$ cat src/rtl/sle_pkg.sv
// ============================================================================
// sle_pkg: shared types and constants of the serial line editor
// Request and result beats, the command word between front and back, and the
// character codes the editor reacts to.
// ============================================================================
package sle_pkg;

  // Request kinds carried in req_type
  typedef enum logic [1:0] {
    REQ_RX    = 2'd0,
    REQ_CLEAR = 2'd1,
    REQ_READ  = 2'd2
  } req_kind_e;

  // Result kinds carried in out_kind
  localparam logic KIND_ECHO = 1'b0;
  localparam logic KIND_READ = 1'b1;

  // Character codes
  localparam logic [7:0] CODE_BS      = 8'h08;
  localparam logic [7:0] CODE_DEL     = 8'h7f;
  localparam logic [7:0] CODE_ESC     = 8'h1b;
  localparam logic [7:0] CODE_CR      = 8'h0d;
  localparam logic [7:0] CODE_LF      = 8'h0a;
  localparam logic [7:0] CODE_CARET   = 8'h5e;
  localparam logic [7:0] CODE_BRACKET = 8'h5b;

  // Input beat
  typedef struct packed {
    logic [1:0] req_type;
    logic [7:0] rx_byte;
    logic [5:0] read_index;
  } req_t;

  // Result beat
  typedef struct packed {
    logic       out_kind;
    logic [7:0] out_byte;
    logic       end_of_line;
    logic [6:0] line_length;
    logic       last;
  } rsp_t;

  // One classified request, worth one or two result beats
  typedef struct packed {
    logic       is_read;
    logic       two;
    logic       eol;
    logic [7:0] byte0;
    logic [7:0] byte1;
    logic [6:0] line_length;
  } cmd_t;

  // Front sequencer states
  typedef enum logic {
    FRONT_RUN,
    FRONT_ESC2
  } front_state_e;

endpackage

$ cat src/rtl/sle_front.sv
// ============================================================================
// sle_front: request intake and line state
// Classify each request, update the line count, write and read the line store,
// and hand a command word to the queue.
// ============================================================================
module sle_front #(
  parameter int LINE_CAPACITY = 64
) (
  input  logic          clk_i,
  input  logic          rst_ni,
  input  logic          push,
  output logic          full,
  input  sle_pkg::req_t req_i,
  output logic          cmd_valid_o,
  input  logic          cmd_full_i,
  output sle_pkg::cmd_t cmd_o
);

  localparam int CW = $clog2(LINE_CAPACITY + 1);
  localparam int AW = $clog2(LINE_CAPACITY);
  localparam logic [CW-1:0] CAP_C   = CW'(LINE_CAPACITY);
  localparam logic [CW-1:0] CAP_M1  = CW'(LINE_CAPACITY - 1);
  localparam logic [CW-1:0] ONE_C   = CW'(1);
  localparam logic [CW-1:0] TWO_C   = CW'(2);

  logic [7:0] mem [LINE_CAPACITY];

  sle_pkg::front_state_e state_q, state_d;
  logic [CW-1:0] count_q, count_d;
  logic [AW-1:0] esc_addr_q, esc_addr_d;
  logic          s1_valid_q, s1_valid_d;
  sle_pkg::cmd_t s1_q, s1_d;
  logic          hit_q, hit_d;
  logic [7:0]    rdata_q;

  logic          accept, s1_move, gen;
  logic          wr_en, rd_en;
  logic [AW-1:0] wr_addr, rd_addr;
  logic [7:0]    wr_data;
  logic [31:0]   count_ext, count1_ext, len_ext, idx_ext;

  assign s1_move   = s1_valid_q && !cmd_full_i;
  assign full      = (state_q == sle_pkg::FRONT_ESC2) || (s1_valid_q && cmd_full_i);
  assign accept    = push && !full;
  assign count_ext  = 32'(count_q);
  assign count1_ext = 32'(count_q) + 32'd1;
  assign idx_ext    = 32'(req_i.read_index);
  assign len_ext    = 32'(count_d);
  assign rd_addr    = idx_ext[AW-1:0];

  always_comb begin
    state_d    = state_q;
    count_d    = count_q;
    esc_addr_d = esc_addr_q;
    gen        = 1'b0;
    hit_d      = hit_q;
    wr_en      = 1'b0;
    wr_addr    = count_ext[AW-1:0];
    wr_data    = req_i.rx_byte;
    rd_en      = 1'b0;
    s1_d       = s1_q;
    if (state_q == sle_pkg::FRONT_ESC2) begin
      // finish the second half of an escape
      wr_en   = 1'b1;
      wr_addr = esc_addr_q;
      wr_data = sle_pkg::CODE_BRACKET;
      state_d = sle_pkg::FRONT_RUN;
    end else if (accept) begin
      s1_d.is_read = 1'b0;
      s1_d.two     = 1'b0;
      s1_d.eol     = 1'b0;
      s1_d.byte0   = req_i.rx_byte;
      s1_d.byte1   = sle_pkg::CODE_BRACKET;
      case (req_i.req_type)
        sle_pkg::REQ_RX: begin
          case (req_i.rx_byte)
            sle_pkg::CODE_BS, sle_pkg::CODE_DEL: begin
              if (count_q != '0) begin
                count_d = count_q - ONE_C;
                gen     = 1'b1;
              end
            end
            sle_pkg::CODE_ESC: begin
              if (count_q < CAP_C) begin
                wr_en      = 1'b1;
                wr_data    = sle_pkg::CODE_CARET;
                s1_d.byte0 = sle_pkg::CODE_CARET;
                gen        = 1'b1;
                if (count_q < CAP_M1) begin
                  count_d    = count_q + TWO_C;
                  s1_d.two   = 1'b1;
                  esc_addr_d = count1_ext[AW-1:0];
                  state_d    = sle_pkg::FRONT_ESC2;
                end else begin
                  count_d = count_q + ONE_C;
                end
              end
            end
            sle_pkg::CODE_LF: begin
              gen = 1'b0;
            end
            sle_pkg::CODE_CR: begin
              s1_d.byte0 = sle_pkg::CODE_LF;
              s1_d.eol   = 1'b1;
              gen        = 1'b1;
            end
            default: begin
              if (count_q < CAP_C) begin
                wr_en   = 1'b1;
                count_d = count_q + ONE_C;
                gen     = 1'b1;
              end
            end
          endcase
        end
        sle_pkg::REQ_CLEAR: begin
          count_d = '0;
        end
        sle_pkg::REQ_READ: begin
          rd_en        = 1'b1;
          hit_d        = idx_ext < count_ext;
          s1_d.is_read = 1'b1;
          gen          = 1'b1;
        end
        default: begin
          gen = 1'b0;
        end
      endcase
      s1_d.line_length = len_ext[6:0];
    end
    if (accept) begin
      s1_valid_d = gen;
    end else if (s1_move) begin
      s1_valid_d = 1'b0;
    end else begin
      s1_valid_d = s1_valid_q;
    end
  end

  always_ff @(posedge clk_i or negedge rst_ni) begin
    if (!rst_ni) begin
      state_q    <= sle_pkg::FRONT_RUN;
      count_q    <= '0;
      s1_valid_q <= 1'b0;
    end else begin
      state_q    <= state_d;
      count_q    <= count_d;
      s1_valid_q <= s1_valid_d;
    end
  end

  always_ff @(posedge clk_i) begin
    esc_addr_q <= esc_addr_d;
    hit_q      <= hit_d;
    if (accept && gen) begin
      s1_q <= s1_d;
    end
  end

  // Line store: one write and one registered read port
  always_ff @(posedge clk_i) begin
    if (wr_en) begin
      mem[wr_addr] <= wr_data;
    end
    if (rd_en) begin
      rdata_q <= mem[rd_addr];
    end
  end

  // Merge read data: a read at or past the length returns zero
  always_comb begin
    cmd_o = s1_q;
    if (s1_q.is_read) begin
      cmd_o.byte0 = hit_q ? rdata_q : 8'h00;
    end
  end

  assign cmd_valid_o = s1_move;

endmodule

$ cat src/rtl/sle_cmd_queue.sv
// ============================================================================
// sle_cmd_queue: two-entry command queue
// Decouple the front from the back so each can stall on its own.
// ============================================================================
module sle_cmd_queue (
  input  logic          clk_i,
  input  logic          rst_ni,
  input  logic          wr_i,
  input  sle_pkg::cmd_t wr_data_i,
  output logic          full_o,
  input  logic          rd_i,
  output logic          empty_o,
  output sle_pkg::cmd_t rd_data_o
);

  sle_pkg::cmd_t entry_q [2];
  logic       wr_ptr_q, rd_ptr_q;
  logic [1:0] cnt_q;

  assign full_o    = cnt_q == 2'd2;
  assign empty_o   = cnt_q == 2'd0;
  assign rd_data_o = entry_q[rd_ptr_q];

  always_ff @(posedge clk_i or negedge rst_ni) begin
    if (!rst_ni) begin
      wr_ptr_q <= 1'b0;
      rd_ptr_q <= 1'b0;
      cnt_q    <= 2'd0;
    end else begin
      if (wr_i) begin
        wr_ptr_q <= !wr_ptr_q;
      end
      if (rd_i) begin
        rd_ptr_q <= !rd_ptr_q;
      end
      if (wr_i && !rd_i) begin
        cnt_q <= cnt_q + 2'd1;
      end else if (rd_i && !wr_i) begin
        cnt_q <= cnt_q - 2'd1;
      end
    end
  end

  always_ff @(posedge clk_i) begin
    if (wr_i) begin
      entry_q[wr_ptr_q] <= wr_data_i;
    end
  end

endmodule

$ cat src/rtl/sle_back.sv
// ============================================================================
// sle_back: result sequencer
// Expand each command into one or two result beats and hold them in the
// output register until taken.
// ============================================================================
module sle_back (
  input  logic          clk_i,
  input  logic          rst_ni,
  input  logic          cmd_empty_i,
  input  sle_pkg::cmd_t cmd_i,
  output logic          cmd_rd_o,
  output logic          empty,
  input  logic          pop,
  output sle_pkg::rsp_t rsp_o
);

  logic          out_valid_q, out_valid_d;
  logic          phase_q, phase_d;
  sle_pkg::rsp_t rsp_q, rsp_d;
  logic          load;

  assign empty = !out_valid_q;
  assign rsp_o = rsp_q;
  assign load  = !out_valid_q || pop;

  always_comb begin
    out_valid_d = out_valid_q;
    phase_d     = phase_q;
    rsp_d       = rsp_q;
    cmd_rd_o    = 1'b0;
    if (load) begin
      out_valid_d       = !cmd_empty_i;
      rsp_d.out_kind    = cmd_i.is_read ? sle_pkg::KIND_READ : sle_pkg::KIND_ECHO;
      rsp_d.line_length = cmd_i.line_length;
      if (phase_q) begin
        // second beat of a two-beat command
        rsp_d.out_byte    = cmd_i.byte1;
        rsp_d.end_of_line = 1'b0;
        rsp_d.last        = 1'b1;
        phase_d           = 1'b0;
        cmd_rd_o          = 1'b1;
      end else begin
        rsp_d.out_byte    = cmd_i.byte0;
        rsp_d.end_of_line = cmd_i.eol;
        rsp_d.last        = !cmd_i.two;
        if (!cmd_empty_i) begin
          phase_d  = cmd_i.two;
          cmd_rd_o = !cmd_i.two;
        end
      end
    end
  end

  always_ff @(posedge clk_i or negedge rst_ni) begin
    if (!rst_ni) begin
      out_valid_q <= 1'b0;
      phase_q     <= 1'b0;
    end else begin
      out_valid_q <= out_valid_d;
      phase_q     <= phase_d;
    end
  end

  always_ff @(posedge clk_i) begin
    rsp_q <= rsp_d;
  end

endmodule

$ cat src/rtl/serial_line_editor.sv
// ============================================================================
// serial_line_editor: line editor with echo for a serial terminal
// Build one text line from received bytes, echo edits, serve line reads.
// ============================================================================
// Usage:
//   Requests enter as a queue write: a beat is taken when push is high and
//   full is low. Results leave as a queue read: the oldest result sits on
//   rsp_o while empty is low and is taken when pop is high.
//   A received byte gives zero or one echo beat; ESC gives up to two ('^',
//   '['); a read gives one beat; clear and line feed give none.
//   Path: a request's first result goes through the intake register (loaded
//   at the edge that accepts it), then the command queue, then the output
//   register.
//   Throughput: one request per cycle while full is low; a two-byte ESC holds
//   full while the front writes the second byte through the single store write
//   port, and its two beats leave one after the other from the output register.
//   Reset empties the line and all queues; the line store itself is not
//   cleared, as no entry below the line length is ever unwritten.
//   When the receiver stalls, the output register holds, the two-entry
//   command queue fills, and then full rises until pop frees space.
// ============================================================================
module serial_line_editor #(
  parameter int LINE_CAPACITY = 64
) (
  input  logic          clk_i,
  input  logic          rst_ni,
  input  logic          push,
  output logic          full,
  input  sle_pkg::req_t req_i,
  output logic          empty,
  input  logic          pop,
  output sle_pkg::rsp_t rsp_o
);

  logic          cmd_wr, cmd_full, cmd_rd, cmd_empty;
  sle_pkg::cmd_t cmd_in, cmd_out;

  // Front: classify, keep the line count and the store
  sle_front #(
    .LINE_CAPACITY(LINE_CAPACITY)
  ) u_front (
    .clk_i      (clk_i),
    .rst_ni     (rst_ni),
    .push       (push),
    .full       (full),
    .req_i      (req_i),
    .cmd_valid_o(cmd_wr),
    .cmd_full_i (cmd_full),
    .cmd_o      (cmd_in)
  );

  // Queue: absorb stalls between front and back
  sle_cmd_queue u_queue (
    .clk_i    (clk_i),
    .rst_ni   (rst_ni),
    .wr_i     (cmd_wr),
    .wr_data_i(cmd_in),
    .full_o   (cmd_full),
    .rd_i     (cmd_rd),
    .empty_o  (cmd_empty),
    .rd_data_o(cmd_out)
  );

  // Back: expand commands into result beats
  sle_back u_back (
    .clk_i      (clk_i),
    .rst_ni     (rst_ni),
    .cmd_empty_i(cmd_empty),
    .cmd_i      (cmd_out),
    .cmd_rd_o   (cmd_rd),
    .empty      (empty),
    .pop        (pop),
    .rsp_o      (rsp_o)
  );

endmodule

$ cat config.mk
export PLATFORM = sky130hd
export DESIGN_NAME = serial_line_editor
export DESIGN_NICKNAME = d
export VERILOG_FILES = /design/src/rtl/sle_pkg.sv /design/src/rtl/sle_front.sv /design/src/rtl/sle_cmd_queue.sv /design/src/rtl/sle_back.sv /design/src/rtl/serial_line_editor.sv
export SDC_FILE = /design/constraint.sdc
export NUM_CORES = 1
export LEC_CHECK = 0
export ABC_AREA = 0
export BUFFER_PORTS_ARGS = -buffer_cell sky130_fd_sc_hd__buf_2
export CAP_MARGIN = 10
export CORE_MARGIN = 1
export CORE_UTILIZATION = 64
export CTS_BUF_LIST = sky130_fd_sc_hd__clkbuf_4
export CTS_CLUSTER_DIAMETER = 200
export DETAILED_ROUTE_END_ITERATION = 7
export PLACE_DENSITY_LB_ADDON = 0.12
export SLEW_MARGIN = 20
export SYNTH_ARGS = -nofsm -noshare
export SYNTH_HDL_FRONTEND = slang
export SYNTH_SLANG_ARGS = --single-unit
$ cat constraint.sdc
create_clock -name clk_i -period 3.93 [get_ports clk_i]
set_clock_uncertainty 0.15 [all_clocks]
set_input_delay 0.786 -clock clk_i [delete_from_list [all_inputs] [get_ports clk_i]]
set_output_delay 0.786 -clock clk_i [all_outputs]
set_load 0.03 [all_outputs]
Word-level counts from Yosys, hierarchy flattened. Memory sizes are Yosys's and may differ from the RTL's. A register that Yosys moved wholly into a read port is not among the register bits. Cells that the tools add are included.

Mux-type cells: 53. Eq/ne operators: 8. Bitwise gates (word level): 1. Order comparisons: 3. Reductions and logical operators: 28. Add/sub/neg operators: 6.

Operators by type and width (number): $mux W8 (8); $mux W7 (6); $mux W1 (30); $eq A8 B4 Y1 const B (3); $pmux W7 S3 (1); $pmux W8 S2 (1); $pmux W7 S2 (1); $logic_not A1 Y1 (9); $mux W9 (1); $eq A8 B5 Y1 const B (1); $eq A8 B7 Y1 const B (1); $add A7 B1 Y7 const B (1); $add A7 B2 Y7 const B (1); $lt A6 B7 Y1 (1); $lt A7 B6 Y1 const B (1); $lt A7 B7 Y1 const B (1); $reduce_bool A7 Y1 (1); $sub A7 B1 Y7 const B (1); $add A6 B1 Y6 const B (1); $logic_and A1 B1 Y1 (6); $mux W6 (1); $reduce_and A3 Y1 (2); $reduce_and A6 Y1 (1); $eq A2 B2 Y1 const B (2); 12 further kinds (17).

Word-level logic and storage cells: 121. Bits in registers: 58. Bits in writable memories: 548. Memories kept: 2. Input port bits: 20. Output and inout port bits: 20.

Memories: u_front.mem (words 64, bits a word 8, read ports 1, clocked after memory_dff 1, wr ports 1, line sle_front.sv:26) `logic [7:0] mem [LINE_CAPACITY];`; u_queue.entry_q (words 2, bits a word 18, read ports 1, clocked after memory_dff 0, wr ports 1, line sle_cmd_queue.sv:16) `sle_pkg::cmd_t entry_q [2];`.

Longest topological paths before layout.
Depth in word-level cells: 9. Depth in mapped cells: 10. Gate-level depth less buffers: 10.

Hierarchy. A second synthesis with hierarchy kept.

Cells, all modules: 1389. Area total of the unflattened synthesis: 25694.6 um^2.

Modules (own cells, without submodules): sle_front (cells each 1253, area each 22779.3 um^2, instances 1); sle_cmd_queue (cells each 97, area each 2163.3 um^2, instances 1); sle_back (cells each 39, area each 752.0 um^2, instances 1).

Least setup slack after synthesis. Ideal clock, no wire load.

Kind: input -> register. Start: input port req_i[13] (netlist name). End: memory u_front.mem[0][2] (data pin). Setup time: 0.548 ns. Required time: 3.232 ns. Stages: 4. Path buffers: 0. Path slack: -0.016 ns. Arrival time: 3.248 ns. Cells stage by stage: and4b_1 > and3_2 > nand3b_1 > a21oi_1.

Longest elaborated chain between the ends: 5.

RTL lines: start, declared (line serial_line_editor.sv:29) `input sle_pkg::req_t req_i,`; $eq A8 B5 Y1 (line sle_front.sv:76) `case (req_i.rx_byte)`; $mux W8 (line sle_front.sv:76); $mux W8 (line sle_front.sv:74) `case (req_i.req_type)`; $mux W8 (line sle_front.sv:68) `end else if (accept) begin`; $mux W8 (line sle_front.sv:62) `if (state_q == sle_pkg::FRONT_ESC2) begin`; via u_front.wr_data[2] (line sle_front.sv:39) `logic [7:0] wr_data;`; end, declared (line sle_front.sv:26).

The timed path passes the listed nets, and every way through them passes these cells.

Final worst setup path.
Start: register u_front.count_q[2]. End: memory u_front.mem[5][2], enable pin.

Longest elaborated chain between the ends: 8.

RTL lines: start, declared (line sle_front.sv:29) `logic [CW-1:0] count_q, count_d;`; start signal, assigned (line sle_front.sv:147) `count_q <= count_d;`; $lt A7 B7 Y1 (line sle_front.sv:84, sle_front.sv:108); $mux W1 (line sle_front.sv:84, sle_front.sv:108); $mux W1; $mux W1 (line sle_front.sv:74); $mux W1 (line sle_front.sv:68); $mux W1 (line sle_front.sv:62); $mux W1 (line sle_front.sv:162) `if (wr_en) begin`; $mux W1 (implied by the code) (line sle_front.sv:163) `mem[wr_addr] <= wr_data;`.

Parallel ways exist; a longest one is shown, timed or not.

==> impl_results.md <==
- Slew Limit Fails: 0
- CORE AREA: 37900 um2
- CTS tree: done
- Core Rows: 71
- Critical Path Max Stage Delay: 820 ps
- Worst Tran Pin Value: 1020 ps
- Die Y: 199 um
- Max_slew headroom: 0.316
- First-pass GRT wire length: 84800 um
- Yosys cell types: 74
- Commonest cells after routing, fill and taps aside: edfxtp_1 (599), clkbuf_4 (220), mux4_2 (114), nor2_1 (101), buf_4 (83)
- Final Setup Violations: 0
- Synth Net Count: 1397
- CTS clk-pin slew, worst paths: 60 ps
- Commonest non-fill, non-tap cell in the layout: edfxtp_1
- CP max FO: 10
- Critical path buffers and inverters: 1
- Final std cells w/o fill: 2208
- Crit path cell chain: clkinv_1 -> o32ai_1 -> nand2_1 -> nor2_1
- Synthesized instance count: 1364
- CTS root buf: clkbuf_4
- ANT nets after route: 0
- Setup TNS: 0 ps
- CTS-repair resized insts: 0
- Critical path class: flop to flop
- Total power: 0.0147 W
- Top cell type's share of synthesized area: 0.723
- GP Congestion: 0.936
- Num CTS Buffers: 151
- WL/cell: 25.4 um
- EDFF count, synth: 599
- Initial antenna violation count: 1
- Dominant cells by area after synthesis: edfxtp_1 (72%), mux4_2 (10%), mux2i_1 (2.1%), nor2_1 (1.5%), dfrtp_1 (1.5%)
- Post-Syn Area: 24900 um2
- Worst path slowest cell: nor2_1
- Chip width: 199 um
- Final Hold Viols: 0
- Initial drt markers: 1471
- Ports: 40
- Clock buffer depth: 3
- Setup slack, reg-to-reg: 740 ps
- Final #Nets: 1614
- Skew-Pair Late Insertion Delay: 850 ps
- RSZ-0062 raised after global routing: false
- Largest net degree at the start of global routing: 65
- Status: finished clean
- Asr flop ratio synth: 0.0244
- Pwr dens: 520 nW/um2
- CP Data Arrival Time: 3500 ps
- Initial Utilization: 0.656
- Synthesis-to-finish area growth: 13.4%
- IO Port Bufs: 39
- Top cell family by delay on the critical path: simple AND/OR/NAND/NOR gates
- Largest area contributor in the synthesized netlist: edfxtp_1
- Synth warn: 0
- Detailed Place HPWL: 34900 um
- Vias: 13847
- HP Class: input pin to flop
- Vias per inst: 6.27
- Placed insts: 1936
- Overall Global Routing Usage: 0.300
- Max-cap violations: 0
- Die area: 39700 um2
- First drt pass iteration count: 5
- Vias in the first global route: 14027
- Post-synth top flop: edfxtp_1
- Grt ovf: 0
- Share of post-route cells with drive strength above 1: 0.315
- Period utilisation layout: 0.811
- Startpoint Class: flop
- Max Fclk: 314 MHz
- Synthesized area per cell: 18.2 um2
- WP data required: 4240 ps
- Clock Sink Count: 614
- Seq cells post-synth: 614
- Minimum clock period: 3190 ps
- Seq/Total Area, Yosys: 0.738
- Critical Path Sink Type: flop
- Number of remaining DRC errors: 0
- P_leak: 9.63 nW
- H-tree Lvls: 4
- Final WL: 56200 um
- Peak supply drop: 378 uV
## sequential cells by signal, summed over array words and instances (netlist names)
register / count
u_front.mem: 512
u_queue.entry_q: 36
u_back.rsp_o: 18
u_front.cmd_o: 10
u_front.rdata_q: 8
u_front.s1_q: 8
u_front.count_q: 7
u_front.esc_addr_q: 6
u_queue.cnt_q: 2
u_back.out_valid_q: 1
u_back.phase_q: 1
u_front.hit_q: 1
u_front.s1_valid_q: 1
u_front.state_q: 1
u_queue.rd_ptr_q: 1
u_queue.wr_ptr_q: 1
## per-stage QoR
stage	setup WS, ps	util	instance area, um2	hold WS (ps)
after floorplan	707	-	24900	271
after global placement	289	0.691	26200	274
after detailed placement	336	0.691	26200	289
after CTS	751	0.744	28200	11.0
after global routing	553	0.744	28200	31.5
final	741	0.744	28200	90.1
## metal layers
layer	GRT usage	wire length [um]
met5	0	0
met4	0.119	1670
met3	0.0658	5210
met2	0.469	27100
met1	0.416	22200
## cells in the mapped netlist (10+ instances only)
| library cell | instances |
|---|---|
| ha_1 | 13 |
| edfxtp_1 | 599 |
| nand2_1 | 49 |
| nor3_1 | 21 |
| nor2b_1 | 28 |
| buf_2 | 24 |
| clkbuf_1 | 30 |
| nand2b_1 | 20 |
| mux4_2 | 114 |
| inv_1 | 25 |
| mux2_2 | 20 |
| mux2i_1 | 52 |
| nor2_1 | 101 |
| a211oi_1 | 14 |
| xnor2_1 | 12 |
| a22oi_1 | 10 |
| o21ai_0 | 38 |
| nand3_1 | 19 |
| dfrtp_1 | 15 |
| a21oi_1 | 30 |
## final cells by class
class | instances | area [um2]
fillers | 2233 | 9720
inverters | 27 | 101
multi-input cells | 655 | 6110
clock inverters | 48 | 329
flip-flops and latches | 614 | 18400
diodes | 1 | 2.50
clock buffers | 220 | 1650
well taps | 511 | 639
repair buffers | 132 | 1020
## kinds of logic (layout without fill, tap and decap cells)
logic type / Yosys count / after routing / share of synthesized area
AOI/OAI and AO/OA: 158 / 158 / 0.0430
xor gates and xnor gates: 15 / 15 / 0.00528
adders and majority gates: 13 / 13 / 0.00654
buffers and inverters: 95 / 427 / 0.0176
DFF: 614 / 614 / 0.738
muxes: 186 / 186 / 0.133
other: 0 / 1 / 0
and+or+nand+nor: 283 / 283 / 0.0564
## path summary, 6_finish.rpt
path                               startpoint                      to  depth (start not counted)
max                        u_front.count_q[2]       u_front.mem[5][2]                          4
min                                 req_i[10]        u_front.s1_q[19]                          1
max reg2reg                u_front.count_q[2]       u_front.mem[5][2]                          4
min reg2reg                 u_front.cmd_o[23]  u_queue.entry_q[0][15]                          0
max in group asynchronous              rst_ni        u_queue.rd_ptr_q                          2
min in group asynchronous              rst_ni      u_front.count_q[3]                          2
## report_power, final
group	switching, W	total (W)	leakage [nW]	internal [W]
logic	0.00113	0.00169	2.87	0.000565
clock network	0.00250	0.00534	1.16	0.00285
registers	0.000135	0.00763	5.61	0.00749
total	0.00376	0.0147	9.63	0.0109
## what timing repair did
action                                 4_1_cts  5_1_grt
hold buffers                                 3        0
endpoints found under the hold margin       17        0
buffers inserted                             0        0
Note: power is estimated with default switching activity, not from simulation.
